--- src/rtl/opw_div.sv ---
module opw_div #(
    parameter int NUM_W = 15,
    parameter int DEN_W = 7
) (
    input  logic             i_clk,
    input  logic             i_rst_n,
    input  logic             i_start,
    input  logic [NUM_W-1:0] i_num,
    input  logic [DEN_W-1:0] i_den,
    output logic             o_done,
    output logic [NUM_W-1:0] o_quot
);

    localparam int CNT_W = $clog2(NUM_W + 1);

    logic [CNT_W-1:0] r_cnt;
    logic             r_busy;
    logic             r_done;
    logic [NUM_W-1:0] r_num;
    logic [NUM_W-1:0] r_quot;
    logic [DEN_W-1:0] r_rem;
    logic [DEN_W-1:0] r_den;
    logic [DEN_W:0]   trial;
    logic             fits;

    assign trial = {r_rem, r_num[NUM_W-1]};
    assign fits = trial >= {1'b0, r_den};

    always_ff @(posedge i_clk) begin
        if (!i_rst_n) begin
            r_busy <= 1'b0;
            r_done <= 1'b0;
            r_cnt <= '0;
        end else begin
            r_done <= 1'b0;
            if (i_start) begin
                r_busy <= 1'b1;
                r_cnt <= '0;
            end else if (r_busy) begin
                r_cnt <= r_cnt + 1'b1;
                if (r_cnt == CNT_W'(NUM_W - 1)) begin
                    r_busy <= 1'b0;
                    r_done <= 1'b1;
                end
            end
        end
    end

    always_ff @(posedge i_clk) begin
        if (i_start) begin
            r_num <= i_num;
            r_den <= i_den;
            r_rem <= '0;
            r_quot <= '0;
        end else if (r_busy) begin
            r_num <= {r_num[NUM_W-2:0], 1'b0};
            r_quot <= {r_quot[NUM_W-2:0], fits};
            r_rem <= fits ? DEN_W'(trial - {1'b0, r_den}) : trial[DEN_W-1:0];
        end
    end

    assign o_done = r_done;
    assign o_quot = r_quot;

endmodule

--- config.mk ---
export PLATFORM = sky130hd
export DESIGN_NAME = opw_div
export DESIGN_NICKNAME = d
export VERILOG_FILES = /design/src/rtl/opw_div.sv
export SDC_FILE = /design/constraint.sdc
export NUM_CORES = 1
export LEC_CHECK = 0
export ABC_CLOCK_PERIOD_IN_PS = 2200
export BUFFER_PORTS_ARGS = -buffer_cell sky130_fd_sc_hd__buf_2
export CAP_MARGIN = 10
export CORE_ASPECT_RATIO = 1.75
export CORE_MARGIN = 2
export CORE_UTILIZATION = 38
export CTS_BUF_LIST = sky130_fd_sc_hd__clkbuf_8 sky130_fd_sc_hd__clkbuf_16
export CTS_CLUSTER_DIAMETER = 200
export DETAILED_ROUTE_END_ITERATION = 12
export PLACE_DENSITY = 0.66
export REMOVE_ABC_BUFFERS = 1
export SLEW_MARGIN = 10
export SYNTH_ARGS = -nofsm -noshare
export SYNTH_HDL_FRONTEND = slang
export SYNTH_SLANG_ARGS = --single-unit
--- constraint.sdc ---
create_clock -name i_clk -period 2.2 [get_ports i_clk]
set_input_delay 0.22 -clock i_clk [delete_from_list [all_inputs] [get_ports i_clk]]
set_output_delay 0.22 -clock i_clk [all_outputs]
set_load 0.05 [all_outputs]
==> impl_metrics.csv <==
group,metric,value,unit
clock_tree,numCtsBuffers,5,
placed_design,place_congestion,0.767,
synthesis,ys_top_cells_by_count,"dfxtp_1 (28), nor2_1 (27), edfxtp_1 (22), mux2_2 (14), mux2i_1 (14)",
route,vias,1713,
global_routing,antenna_found_initial,0,
timing,setup_viol,0,
hold_path,worst_hold_path_type,"in2reg",
synthesis,syn_area_per_cell,11.2,um^2
route,via_per_inst,5.08,
timing,period_share,93.1,%
clock_tree,htreeDepth,2,
setup_path,cp-start-kind,"flip-flop",
synthesis,yosysTopAreaCell,"edfxtp_1",
floorplan,die-area,7120,um^2
clock_tree,cts_resized,0,
setup_path,critPathMaxFanout,8,
run_status,status,"finished, final reports clean",
route,drt-met1-wl,1860,um
setup_path,cp_cell_sequence,"inv_1, ha_1, fa_2, nand2b_1, a211o_1, buf_4, a31o_2, o21ai_0",
clock_tree,postCtsSetupRepairBufs,0,
synthesis,async_flop_share,0,%
clock_tree,cts_tree,"done",
synthesis,synth.area.top_cells,"edfxtp_1 (27%), dfxtp_1 (23%), mux2_2 (6.4%)",
route,ant_nets,0,
clock_tree,cts.clk_slew.worst_paths,0.09,ns
power,peakVddDrop,0.559,mV
clock_tree,clk_path_buf_depth,2,
hold_path,hp-start,"i_den[4]",
clock_tree,cts_root_buf,"clkbuf_8",
power,p_leak,1.19,nW
setup_path,critical_path.startpoint,"r_num[14]",
synthesis,synth_top_cell_area_share,27.0,%
power,p_per_area,689,nW/um^2
route,top_layer,"met4",
setup_path,cp.depth,8,
floorplan,row_count,38,
setup_path,crit_family,"compound AO/OA/AOI/OAI gates",
synthesis,synth_area,2450,um^2
route,dr_wl_met2,2280,um
timing,worstMarginPinSlew,0.509,ns
floorplan,die_w,64.7,um
hold_path,holdPathStages,1,
synthesis,netlist_instances,218,
run,cap_violations,0,
floorplan,ioPinCount,41,
setup_path,rrSetupSlack,0.15,ns
timing,finalMaxSlewViolations,0,
setup_path,slowest_delay,0.36,ns
setup_path,worst_ep_required_time,2.43,ns
timing,fmax,488,MHz
finish,diodes,0,
setup_path,worstRegToRegCells,8,
floorplan,start_util,39.3,%
hold_path,hold_path_end,"r_den[4]",
finish,syn_to_final_growth,16.2,%
route,wl_per_cell,13.2,um
setup_path,path_class,"reg2reg",
setup_path,critPathCaptureType,"flip-flop",
setup_path,worstPathArrival,2.28,ns
clock_tree,clock_sink_count,50,
setup_path,crit_slowest_cell,"fa_2",
global_routing,overflow,0,
route,dr.first_iter.drc_count,24,
synthesis,ys_ff_latch,50,
route,drc,0,
global_routing,grt_first_pass_wirelength,7380,um
placed_design,place.port_buffers,40,
global_routing,grt_usage,13.6,%
timing,fin_crit,2.05,ns
global_routing,grt_max_degree,31,
clock_tree,clk_latency,0.30,ns
finish,drive_above_1_share,30.7,%
timing,finalHoldViolations,0,
route,dr.pass1.iters,4,
timing,finClkSkew,0.0127,ns
timing,relSlewSlack,66.1,%
global_routing,grt_pass1_vias,1651,
finish,finish.net_count,291,
synthesis,ys.flop_type,"dfxtp_1",
placed_design,dpl.hpwl,3220,um
floorplan,core_area,6230,um^2
synthesis,yosysSeqAreaShare,49.9,%
synthesis,ys_warn_count,0,
route,drt_wl_total,4440,um
floorplan,die_h,110,um
finish,final_core_util,45.6,%
setup_path,cp.buffers_inverters,2,
setup_path,r2r-start,"r_num[14]",
synthesis,synth_cell_types,49,
synthesis,synth-edff-count,22,
synthesis,yosysMostFrequentCell,"dfxtp_1",
timing,fin_setup_tns,0,ns
route,route.met3.wl,120,um
clock_tree,hold_buffers,0,
finish,nFillCells,600,
timing,rsz0062_at_grt,"no",
setup_path,timing.rr.end,"r_rem[6]",
==> area by class of cell <==
cell class                      count  area, um^2  share of cell area, %
Clock buffer                        7         108                   3.79
Tap cell                           80         100                   3.52
Timing Repair Buffer               44         255                   8.98
Multi-Input combinational cell    143        1110                   39.0
Clock inverter                      1        3.75                  0.132
Sequential cell                    50        1220                   43.0
Inverter                           12        45.0                   1.58
==> through the flow <==
stage	cell area (um^2)	worst slack, ns	hold slack (ns)	std cells	power [mW]
after floorplan	2370	0.148	0.285	205	1.27
after global placement	2730	0.138	0.399	329	1.37
after detailed placement	2730	0.0917	0.398	329	1.37
after CTS	2840	0.0704	0.0744	337	1.98
after global routing	2840	0.0289	0.0652	337	2.05
final	2840	0.152	0.0882	337	1.96
==> flip-flops by register name, summed over array words and instances, names as in the netlist <==
register  flops
o_quot       15
r_num        15
r_den         7
r_rem         7
r_cnt         4
o_done        1
r_busy        1
==> worst reg2reg max path, cell delays in order (launching register included) <==
cell,delay (ns)
edfxtp_1,0.33
inv_1,0.06
ha_1,0.23
fa_2,0.36
nand2b_1,0.17
a211o_1,0.27
buf_4,0.17
a31o_2,0.25
o21ai_0,0.15
==> layout by cell type, fill, tap and decap left out, drive strengths merged, types with 2 or more instances in the layout <==
cell type and count:
a311oi 2, o21ai 5, edfxtp 22, ha 9
o21bai 2, mux2i 14, nand4 4, nand3 2
xor2 2, inv 13, a31oi 2, nand2b 4
or2 4, a21oi 2, mux2 14, buf 44
clkbuf 7, xnor2 3, nor3 2, a41oi 4
a211oi 5, o21a 2, nor2 27, nor2b 5
dfxtp 28, nand2 7, o31ai 2, nor3b 6
==> worst max path at each step <==
stage	endpoint	slack, ns
2_1_floorplan	r_rem[0]	0.15
3_3_place_gp	r_rem[0]	0.14
4_1_cts	r_rem[2]	0.07
6_report	r_rem[6]	0.15
5_1_grt	r_rem[6]	0.03
3_5_place_dp	r_rem[2]	0.09
==> per-layer routing <==
| metal | vias up | GRT usage, % |
|---|---|---|
| met5 | - | 0 |
| li1 | 855 | - |
| met4 | 0 | 8.97 |
| met1 | 810 | 14.9 |
| met2 | 33 | 23.5 |
| met3 | 15 | 2.64 |
==> power by group <==
| group | switching (mW) | internal [mW] | leakage [nW] | total [mW] |
|---|---|---|---|---|
| logic | 0.154 | 0.138 | 0.677 | 0.292 |
| registers | 0.0273 | 1.03 | 0.447 | 1.06 |
| clock network | 0.290 | 0.321 | 0.0608 | 0.611 |
| total | 0.472 | 1.49 | 1.19 | 1.96 |
==> logic make-up (layout without fill, tap and decap cells) <==
family,count (synthesis),after routing,synth area share (%)
buf+inv,25,64,4.96
flops,50,50,49.9
mux,28,28,12.2
fa+ha+maj,10,10,5.42
simple gates,65,65,13.6
compound gates,35,35,12.2
xor+xnor,5,5,1.79
(Power assumes the default switching activity.)
