**src/rtl/opw_ram.sv**
```systemverilog
module opw_ram #(
    parameter int WIDTH = 8,
    parameter int DEPTH = 16
) (
    input  logic                     i_clk,
    input  logic                     i_we,
    input  logic [$clog2(DEPTH)-1:0] i_waddr,
    input  logic [WIDTH-1:0]         i_wdata,
    input  logic [$clog2(DEPTH)-1:0] i_raddr,
    output logic [WIDTH-1:0]         o_rdata
);

    logic [WIDTH-1:0] r_mem [DEPTH];
    logic [WIDTH-1:0] r_rdata;

    always_ff @(posedge i_clk) begin
        if (i_we) begin
            r_mem[i_waddr] <= i_wdata;
        end
        r_rdata <= r_mem[i_raddr];
    end

    assign o_rdata = r_rdata;

endmodule

```
**config.mk**
```make
export PLATFORM = sky130hd
export DESIGN_NAME = opw_ram
export DESIGN_NICKNAME = d
export VERILOG_FILES = /design/src/rtl/opw_ram.sv
export SDC_FILE = /design/constraint.sdc
export NUM_CORES = 1
export LEC_CHECK = 0
export BUFFER_PORTS_ARGS = -buffer_cell sky130_fd_sc_hd__buf_2
export CORE_ASPECT_RATIO = 0.6
export CORE_MARGIN = 2
export CORE_UTILIZATION = 35
export DETAILED_ROUTE_END_ITERATION = 10
export SYNTH_ARGS = -nofsm -noshare
export SYNTH_HDL_FRONTEND = slang
export SYNTH_SLANG_ARGS = --single-unit
export TNS_END_PERCENT = 50
```
**constraint.sdc**
```tcl
create_clock -name i_clk -period 4.9 [get_ports i_clk]
set_clock_uncertainty 0.2 [all_clocks]
set_input_delay 0.245 -clock i_clk [delete_from_list [all_inputs] [get_ports i_clk]]
set_output_delay 0.245 -clock i_clk [all_outputs]
set_load 0.02 [all_outputs]
```
==> flow_metrics.tcl, run 1 <==
set metrics [dict create \
    synthFlopType "edfxtp_1" \
    grt_overflow 0 \
    status "finished clean" \
    drt_wl_total_um 10800 \
    finalMaxSlewViolations 0 \
    yosys-top-cells-area "edfxtp_1 75%, mux4_2 7.9%, mux4_1 7.1%" \
    antenna_found_initial 0 \
    synth_common_cells "128 x edfxtp_1, 18 x mux4_2, 16 x a22oi_1" \
    cts_hold_buf 0 \
    worst_slew_pin_slew_ns 1.23 \
    fp.coreArea_mm2 0.0144 \
    whs_ns 0.0274 \
    layout-drive-gt1-share_pct 27.3 \
    n_antenna_cell 0 \
    route.detailed.drc 0 \
    syn_inst 229 \
    cellPowerDensity_mw_per_mm2 443 \
    switching_share_pct 20.0 \
    clockBufferDepth 2 \
    slew_headroom_pct 17.5 \
    dr.pass1.iters 4 \
    final_nets 283 \
    grt_max_degree 33 \
    grt_pass1_vias 2452 \
    yosysMostFrequentCell "edfxtp_1" \
    synth_warnings 0 \
    clock_latency_ns 0.40 \
    syn_area_per_cell_um2 22.5 \
    wl_per_cell_um 22.6 \
    netlist_area_mm2 0.00515 \
    async_flop_share_pct 0 \
    cts_buffers 17 \
    clockPowerShare_pct 46.4 \
    port_buffers 25 \
    globalRouteTotalUtil_pct 14.6 \
    dp_hpwl_um 6690 \
    synth_nets 247 \
    timing.fmax_mhz 487 \
    areaGrowthSynthToFinish_pct 17.4 \
    io_pins 26 \
    hold_viol 0 \
    critPathArrivalTime_ns 2.14 \
    h-tree-depth 4 \
    setup_viol_count_final 0 \
    cp-start-kind "primary input" \
    crit_type "primary input to flop" \
    cts_tree "built" \
    cell_internal_pwr_mw 2.14 \
    leakage_nw 1.99 \
    place_congestion 0.783 \
    holdCritPathClass "primary input to flop" \
    period_needed_ns 2.05 \
    drt-initial-drc-count 244 \
    via_count 2381 \
    cts_resized 0 \
    die_y_um 97.9 \
    tns_ns 0 \
    cp-end-kind "flop" \
    grt_pass1_wl_um 15800 \
    p_comb_share_pct 4.6 \
    power_switching_uw 535 \
    cp_max_fo 32 \
    path_clk_slew_ns 0.06 \
    root_buffer "clkbuf_16" \
    yosysTopAreaCellShare_pct 74.7 \
    rows 34 \
    synth_top_area_cell "edfxtp_1" \
    cap_violations 0 \
    viasPerCell 5.00 \
    period_share_pct 41.9 \
    critPathRequiredTime_ns 4.99 \
    yosysUniqueCellTypes 19 \
    ant_nets 0 \
    start_util_pct 35.7 \
    synth-edff-count 128 \
    ys_ff_latch 136 \
    yosysSeqAreaShare_pct 77.8 \
    postCtsSetupBuffers 0 \
    vdd_drop_max_v 0.000223 \
    die_x_um 161 \
    clock-sinks 136 \
    rsz0062_at_grt "no" \
    seq_power_share_pct 48.9 \
    die-area_mm2 0.0157 \
]
## power groups by stage
stage | Combinational, mW | Clock (mW) | Sequential [mW]
4_1_cts | 0.126 | 1.26 | 1.31
3_3_place_gp | 0.122 | 0 | 1.33
3_5_place_dp | 0.126 | 0 | 1.33
5_1_grt | 0.135 | 1.31 | 1.31
6_report | 0.124 | 1.24 | 1.31
2_1_floorplan | 0.0660 | 0 | 1.34
## per-stage QoR
stage                     worst slack (ns)  util (%)  instances  total power, mW  instance area (um^2)
final                                 2.85      41.9        476             2.68                  6040
after global routing                  2.72      41.9        476             2.76                  6040
after CTS                             2.83      41.9        476             2.69                  6040
after detailed placement              2.38      37.8        444             1.46                  5450
after global placement                2.39      37.8        444             1.45                  5450
after floorplan                       2.96         -        229             1.41                  5150
## cell usage in the layout (no fill, tap or decap), drive strengths merged
master / synthesis / layout
a22oi: 16 / 16
dfxtp: 8 / 8
nand3: 1 / 1
nand2b: 2 / 2
or3b: 1 / 1
clkbuf: 0 / 18
edfxtp: 128 / 128
nor2: 13 / 13
nand3b: 2 / 2
mux4: 32 / 32
and2: 1 / 1
nand2: 9 / 9
clkinvlp: 0 / 3
buf: 7 / 27
nor3: 4 / 4
clkinv: 0 / 8
and2b: 1 / 1
nor2b: 1 / 1
bufinv: 0 / 3
## final cells by class
class | count | area [um^2]
clock buffer | 18 | 429
clock inverter | 14 | 158
fill | 1236 | 8380
multi-input combinational | 83 | 1060
sequential | 136 | 4000
tap | 198 | 248
timing repair buffer | 27 | 140
## worst paths after layout
path / start / to / slack, ns / cells past startpoint
max: i_raddr[0] / o_rdata[5] / 2.85 / 4
min: i_wdata[2] / r_mem[12][2] / 0.03 / 1
max reg2reg: r_mem[0][5] / o_rdata[5] / 3.29 / 3
min reg2reg: r_mem[14][5] / o_rdata[5] / 0.46 / 3
## flip-flops by register name, indices dropped and copies added, names as in the netlist
register,count
o_rdata,8
r_mem,128
## cell families after synthesis
family	count (synthesis)	synth area share [%]
flip-flops	136	77.8
AO/OA/AOI/OAI	16	2.33
buffers and inverters	10	1.68
multiplexers	32	15.0
AND/OR/NAND/NOR	35	3.18
## worst max-delay path: stages
cell     delay, ns
buf_2         0.78
mux4_1        0.65
a22oi_1       0.36
nand2_1       0.09
## routing by layer
metal	GRT usage, %	vias up	wire length [um]
met5	0	-	0
met1	21.0	1253	4860
met2	21.8	74	5020
met4	3.74	0	31
li1	-	1050	-
met3	4.55	4	861
Note: power is estimated with default switching activity, not from simulation.
==> inputs of run 2 (changes only) <==
--- a/config.mk
+++ b/config.mk
@@ -5,6 +5,7 @@
 export SDC_FILE = /design/constraint.sdc
 export NUM_CORES = 1
 export LEC_CHECK = 0
+export ABC_AREA = 1
 export BUFFER_PORTS_ARGS = -buffer_cell sky130_fd_sc_hd__buf_2
 export CORE_ASPECT_RATIO = 0.6
 export CORE_MARGIN = 2
==> constraint.sdc (replaced) <==
create_clock -name i_clk -period 1.9 [get_ports i_clk]
set_clock_uncertainty 0.2 [all_clocks]
set_input_delay 0.095 -clock i_clk [delete_from_list [all_inputs] [get_ports i_clk]]
set_output_delay 0.095 -clock i_clk [all_outputs]
set_load 0.02 [all_outputs]
==> run 2 against run 1 <==
- die area up 12%
- hold slack better by 0.039 ns
- sequential power rose to 2.6 times the previous value
- flip-flop and latch count unchanged
- critical path depth down 3
- area after synthesis up 12%
- clock-buffer cell count up 2
- clock power up 150%
- via count up 64%
- synthesized cell count up 140%
- largest cell class unchanged
==> flow_metrics.tcl, run 2 <==
set metrics [dict create \
    cellPowerDensity_mw_per_mm2 1010 \
    yosysSeqAreaShare_pct 69.4 \
    final_common_cell "nand2_1" \
    areaGrowthSynthToFinish_pct 18.6 \
    mostFrequentLayoutCells "173 x nand2_1, 128 x edfxtp_1, 100 x inv_1" \
    die_x_um 170 \
    status "finished clean" \
    cp-endpoint "o_rdata[4]" \
    root_buffer "clkbuf_16" \
    port_buffers 25 \
    largest_register "r_mem" \
    synth-edff-count 128 \
    hold_viol 0 \
    min_from "i_raddr[2]" \
    fin_cells 823 \
    cpPeakStageDelay_ns 0.42 \
    netlist_area_mm2 0.00577 \
    wl_met1_um 6840 \
    timing.fmax_mhz 749 \
    async_flop_share_pct 0 \
    antenna_found_initial 0 \
    yosysTopAreaCellShare_pct 66.7 \
    tns_ns 0 \
    largest_register_ffs 128 \
    rrSetupSlack_ns 0.65 \
    rr_startpoint "r_mem[12][0]" \
    globalRouteTotalUtil_pct 17.0 \
    drt_wl_total_um 13900 \
    grt_overflow 0 \
    path_clk_slew_ns 0.06 \
    yosysUniqueCellTypes 12 \
    cts_buffers 17 \
    grt_max_degree 65 \
    cp.depth 1 \
    synth_nets 569 \
    grt_pass1_vias 3702 \
    startpoint "o_rdata[4]" \
    syn_area_per_cell_um2 10.5 \
    clock-sinks 136 \
    r2r-end "o_rdata[0]" \
    via_count 3908 \
    synth_top_area_cell "edfxtp_1" \
    wl_met2_um 5650 \
    final_nets 620 \
    dr.pass1.iters 4 \
    dr_wl_met3_um 1210 \
    slew_headroom_pct 54.4 \
    clock_latency_ns 0.41 \
    synth_common_cells "173 x nand2_1, 128 x edfxtp_1, 100 x inv_1" \
    leakage_nw 2.95 \
    wl_per_cell_um 16.9 \
    cp_max_fo 1 \
    path_cells "buf_2" \
    cap_violations 0 \
    path_buf_inv 1 \
    setup_viol_count_final 0 \
    yosysMostFrequentCell "nand2_1" \
    n_antenna_cell 0 \
    route.detailed.drc 0 \
    synthFlopType "edfxtp_1" \
    power.total_mw 6.91 \
    h-tree-depth 4 \
    cts_tree "built" \
    critPathArrivalTime_ns 1.04 \
    place_congestion 0.879 \
    clockBufferDepth 2 \
    die_y_um 103 \
    ant_nets 0 \
    period_share_pct 70.2 \
    finalMaxSlewViolations 0 \
    yosys-top-cells-area "edfxtp_1 67%, nand2_1 11%, nand3_1 8.4%" \
    cp-start-kind "flop" \
    crit_path_top_delay_cell "dfxtp_1" \
    critPathRequiredTime_ns 1.60 \
    die-area_mm2 0.0176 \
    syn_inst 551 \
    cp_top_family "flip-flops" \
    whs_ns 0.0669 \
    cp-end-kind "primary output" \
    ys_ff_latch 136 \
    vdd_drop_max_v 0.000431 \
    layout-drive-gt1-share_pct 12.9 \
    period_needed_ns 1.33 \
    postCtsSetupBuffers 0 \
    viasPerCell 4.75 \
    io_pins 26 \
    fin_area_mm2 0.00684 \
    synth_warnings 0 \
    placed_cells 783 \
    dp_hpwl_um 8800 \
    worst_slew_pin_slew_ns 0.684 \
    routed.top_layer "met4" \
    rsz0062_at_grt "no" \
    start_util_pct 35.7 \
    rows 36 \
    rr_worst_depth 6 \
    place_area_mm2 0.00619 \
    crit_type "flop to primary output" \
    holdCritPathClass "primary input to flop" \
    fp.coreArea_mm2 0.0162 \
    drt-initial-drc-count 382 \
    grt_pass1_wl_um 21600 \
]
## run 2: cell types whose count changed in the layout (fill, tap and decap cells not counted), sizes merged, moves of 4 or more
cell | before | now
a22oi | 16 | 0
nand3 | 1 | 97
nor3 | 4 | 0
inv | 0 | 102
nor2 | 13 | 17
buf | 27 | 47
dlygate4sd3 | 0 | 9
nand2 | 9 | 173
mux4 | 32 | 0
## run 2: where the power goes
group | switching, mW | internal, mW
logic | 0.312 | 0.138
clock network | 1.23 | 1.86
registers | 0.0241 | 3.35
## run 2: how the worst min path moves through the flow
stage	end	slack (ns)	cells past startpoint
detailed placement	o_rdata[0]	0.27	3
CTS	o_rdata[4]	0.05	5
global placement	o_rdata[0]	0.29	3
finish	o_rdata[2]	0.07	5
floorplan	r_mem[0][0]	-0.006	0
global route	o_rdata[4]	0.09	5
## run 2: timing repair
item                                   CTS  global route
endpoints found under the hold margin  136             0
gates resized for setup                  0             0
hold buffers                             9             0
## run 2: cell type report
class | count | area, um^2
timing repair buffer | 56 | 418
sequential | 136 | 4000
clock buffer | 20 | 457
inverter | 102 | 383
tap | 209 | 262
fill | 1502 | 9330
clock inverter | 11 | 101
multi-input combinational | 289 | 1210
## run 2: logic make-up after synthesis
kind of cell / synth area share, %
buffers and inverters: 9.52
AND/OR/NAND/NOR: 21.0
flip-flops: 69.4
## run 2: routing by layer
metal | global-route usage [%] | vias up
met2 | 23.4 | 193
met3 | 4.34 | 21
met4 | 5.59 | 0
met5 | 0 | -
li1 | - | 1875
met1 | 25.9 | 1819
## run 2: through the flow
stage | utilization, % | setup WS [ns]
2_1_floorplan | - | 0.654
3_3_place_gp | 38.3 | 0.346
3_5_place_dp | 38.3 | 0.332
4_1_cts | 42.3 | 0.568
5_1_grt | 42.3 | 0.539
6_report | 42.3 | 0.566
==> inputs of run 3 (changes only) <==
--- a/config.mk
+++ b/config.mk
@@ -5,7 +5,7 @@
 export SDC_FILE = /design/constraint.sdc
 export NUM_CORES = 1
 export LEC_CHECK = 0
-export ABC_AREA = 1
+export ABC_AREA = 0
 export BUFFER_PORTS_ARGS = -buffer_cell sky130_fd_sc_hd__buf_2
 export CORE_ASPECT_RATIO = 0.6
 export CORE_MARGIN = 2
==> constraint.sdc (replaced) <==
create_clock -name i_clk -period 1.1 [get_ports i_clk]
set_clock_uncertainty 0.2 [all_clocks]
set_input_delay 0.055 -clock i_clk [delete_from_list [all_inputs] [get_ports i_clk]]
set_output_delay 0.055 -clock i_clk [all_outputs]
set_load 0.02 [all_outputs]
==> run 3 against run 2 <==
- the flow now finishes with violations (setup timing)
- cell count shrank 37%
- core utilization grew 3.7 points
- via count shrank 34%
- critical path depth grew 2
- non-clock buffer count grew 13
- setup slack lost 0.95 ns
- register-to-register slack lost 1.0 ns
- combinational power grew 60%
- design area shrank 3.1%
- clock power grew 100%
- die area shrank 10%
==> flow_metrics.tcl, run 3 (same netlist as run 1, synthesis figures left out) <==
set metrics [dict create \
    status "finished, violations left" \
    failed_checks "setup timing" \
    via_count 2564 \
    rr_startpoint "r_mem[2][5]" \
    cp.depth 3 \
    cap_violations 0 \
    power.total_mw 12.8 \
    antenna_found_initial 0 \
    cts_tree "built" \
    grt_pass1_wl_um 16900 \
    period_needed_ns 1.48 \
    n_antenna_cell 0 \
    r2r-end "o_rdata[5]" \
    switching_share_pct 20.5 \
    drt_wl_total_um 11000 \
    worst_slew_pin_slew_ns 0.971 \
    root_buffer "clkbuf_16" \
    fp.coreArea_mm2 0.0144 \
    hold_path_end "r_mem[0][4]" \
    drt-initial-drc-count 338 \
    cp-start-kind "flop" \
    route.detailed.drc 0 \
    grt_max_degree 17 \
    critPathRequiredTime_ns 1.18 \
    die-area_mm2 0.0157 \
    power_switching_mw 2.62 \
    dp_hpwl_um 7380 \
    setup_ws_ns -0.384 \
    p_comb_share_pct 5.6 \
    setup_viol_count_final 12 \
    slew_headroom_pct 35.1 \
    min_from "i_waddr[3]" \
    globalRouteTotalUtil_pct 15.3 \
    final_common_cell "edfxtp_1" \
    port_buffers 25 \
    largest_register_ffs 128 \
    cp-end-kind "flop" \
    critPathArrivalTime_ns 1.57 \
    period_share_pct 135 \
    seq_power_share_pct 45.8 \
    cpPeakStageDelay_ns 0.48 \
    crit_type "flop to flop" \
    timing.fmax_mhz 674 \
    clockPowerShare_pct 48.6 \
    rrSetupSlack_ns -0.38 \
    cp_max_fo 1 \
    grt_overflow 0 \
    rows 34 \
    areaGrowthSynthToFinish_pct 28.8 \
    cts_buffers 17 \
    hold_depth 4 \
    die_y_um 97.9 \
    clock-sinks 136 \
    die_x_um 161 \
    final_nets 325 \
    h-tree-depth 4 \
    rr_worst_depth 3 \
    path_clk_slew_ns 0.06 \
    clockBufferDepth 2 \
    clock_latency_ns 0.41 \
    tns_ns -2.97 \
    fin_util_pct 46.0 \
    cp_top_family "multiplexers" \
    finalMaxSlewViolations 0 \
    wl_per_cell_um 21.3 \
    dr.pass1.iters 4 \
    path_buf_inv 0 \
    ant_nets 0 \
    hold_viol 0 \
    cell_internal_pwr_mw 10.2 \
    start_util_pct 35.7 \
    place_congestion 0.792 \
    layout-drive-gt1-share_pct 45.9 \
    path_cells "mux4_2 -> a22oi_1 -> nand2_1" \
    io_pins 26 \
    cellPowerDensity_mw_per_mm2 1930 \
    placed_cells 478 \
    fin_cells 518 \
    largest_register "r_mem" \
    leakage_nw 2.22 \
    mostFrequentLayoutCells "128 x edfxtp_1, 32 x mux4_2, 28 x buf_4" \
    vdd_drop_max_v 0.000823 \
    crit_path_top_delay_cell "mux4_2" \
    viasPerCell 4.95 \
    holdCritPathClass "primary input to flop" \
    rsz0062_at_grt "yes" \
    grt_pass1_vias 2716 \
    postCtsSetupBuffers 0 \
    n_fill_cell 1190 \
]
run 3: cell types whose count changed in the layout (fill, tap and decap cells not counted), moves of 7 or more:
cell,before,now
inv_1,100,0
nand2_1,173,9
nand3_1,97,1
buf_2,25,17
mux4_2,0,32
buf_4,19,28
a22oi_1,0,11
dfxtp_1,8,1
nor2_1,17,8
buf_6,0,9
run 3: cell type report:
cell class	instances	area [um^2]	share of cell area, %
timing repair buffer	69	617	9.31
multi-input combinational	83	1090	16.5
clock buffer	17	425	6.42
clock inverter	15	225	3.40
sequential	136	4020	60.6
tap	198	248	3.74
run 3: timing repair:
| item | in CTS | in global routing |
|---|---|---|
| hold endpoints to repair | 128 | 0 |
| hold buffers | 8 | 0 |
| gates resized for setup | 29 | 3 |
| pin swaps | 2 | 1 |
| endpoints found under the setup margin | 16 | 30 |
run 3: stage by stage:
stage                     hold slack, ns  setup slack, ns  instance area (um^2)
after floorplan                  -0.0461           -0.258                  5190
after global placement             0.250           -0.493                  5800
after detailed placement           0.257           -0.498                  5800
after CTS                         0.0339           -0.380                  6620
after global routing              0.0588           -0.428                  6630
final                             0.0479           -0.384                  6630
run 3: routing by layer:
metal	vias to the layer above	track usage, %	wire [um]
met5	-	0	0
li1	1123	-	-
met3	7	4.59	1040
met2	96	20.2	4570
met4	0	4.99	65
met1	1338	24.1	5360
run 3: worst max path at each step:
stage	end	slack, ns	from
3_3_place_gp	o_rdata[4]	-0.49	i_raddr[0]
2_1_floorplan	r_mem[0][0]	-0.26	i_waddr[2]
5_1_grt	o_rdata[1]	-0.43	r_mem[0][1]
6_report	o_rdata[5]	-0.38	r_mem[2][5]
4_1_cts	o_rdata[1]	-0.38	r_mem[0][1]
3_5_place_dp	o_rdata[5]	-0.50	i_raddr[0]
run 3: tightest hold or removal path: stages:
cell,delay (ns)
buf_2,0.09
or3b_4,0.17
nor3_4,0.05
buf_6,0.13
run 3: power groups by stage:
stage                     Sequential (mW)  Clock (mW)  Combinational, mW
after detailed placement             5.95           0              0.654
after global placement               5.95           0              0.640
after floorplan                      5.97           0              0.329
after CTS                            5.86        6.31              0.729
after global routing                 5.87        6.57              0.780
final                                5.86        6.21              0.722
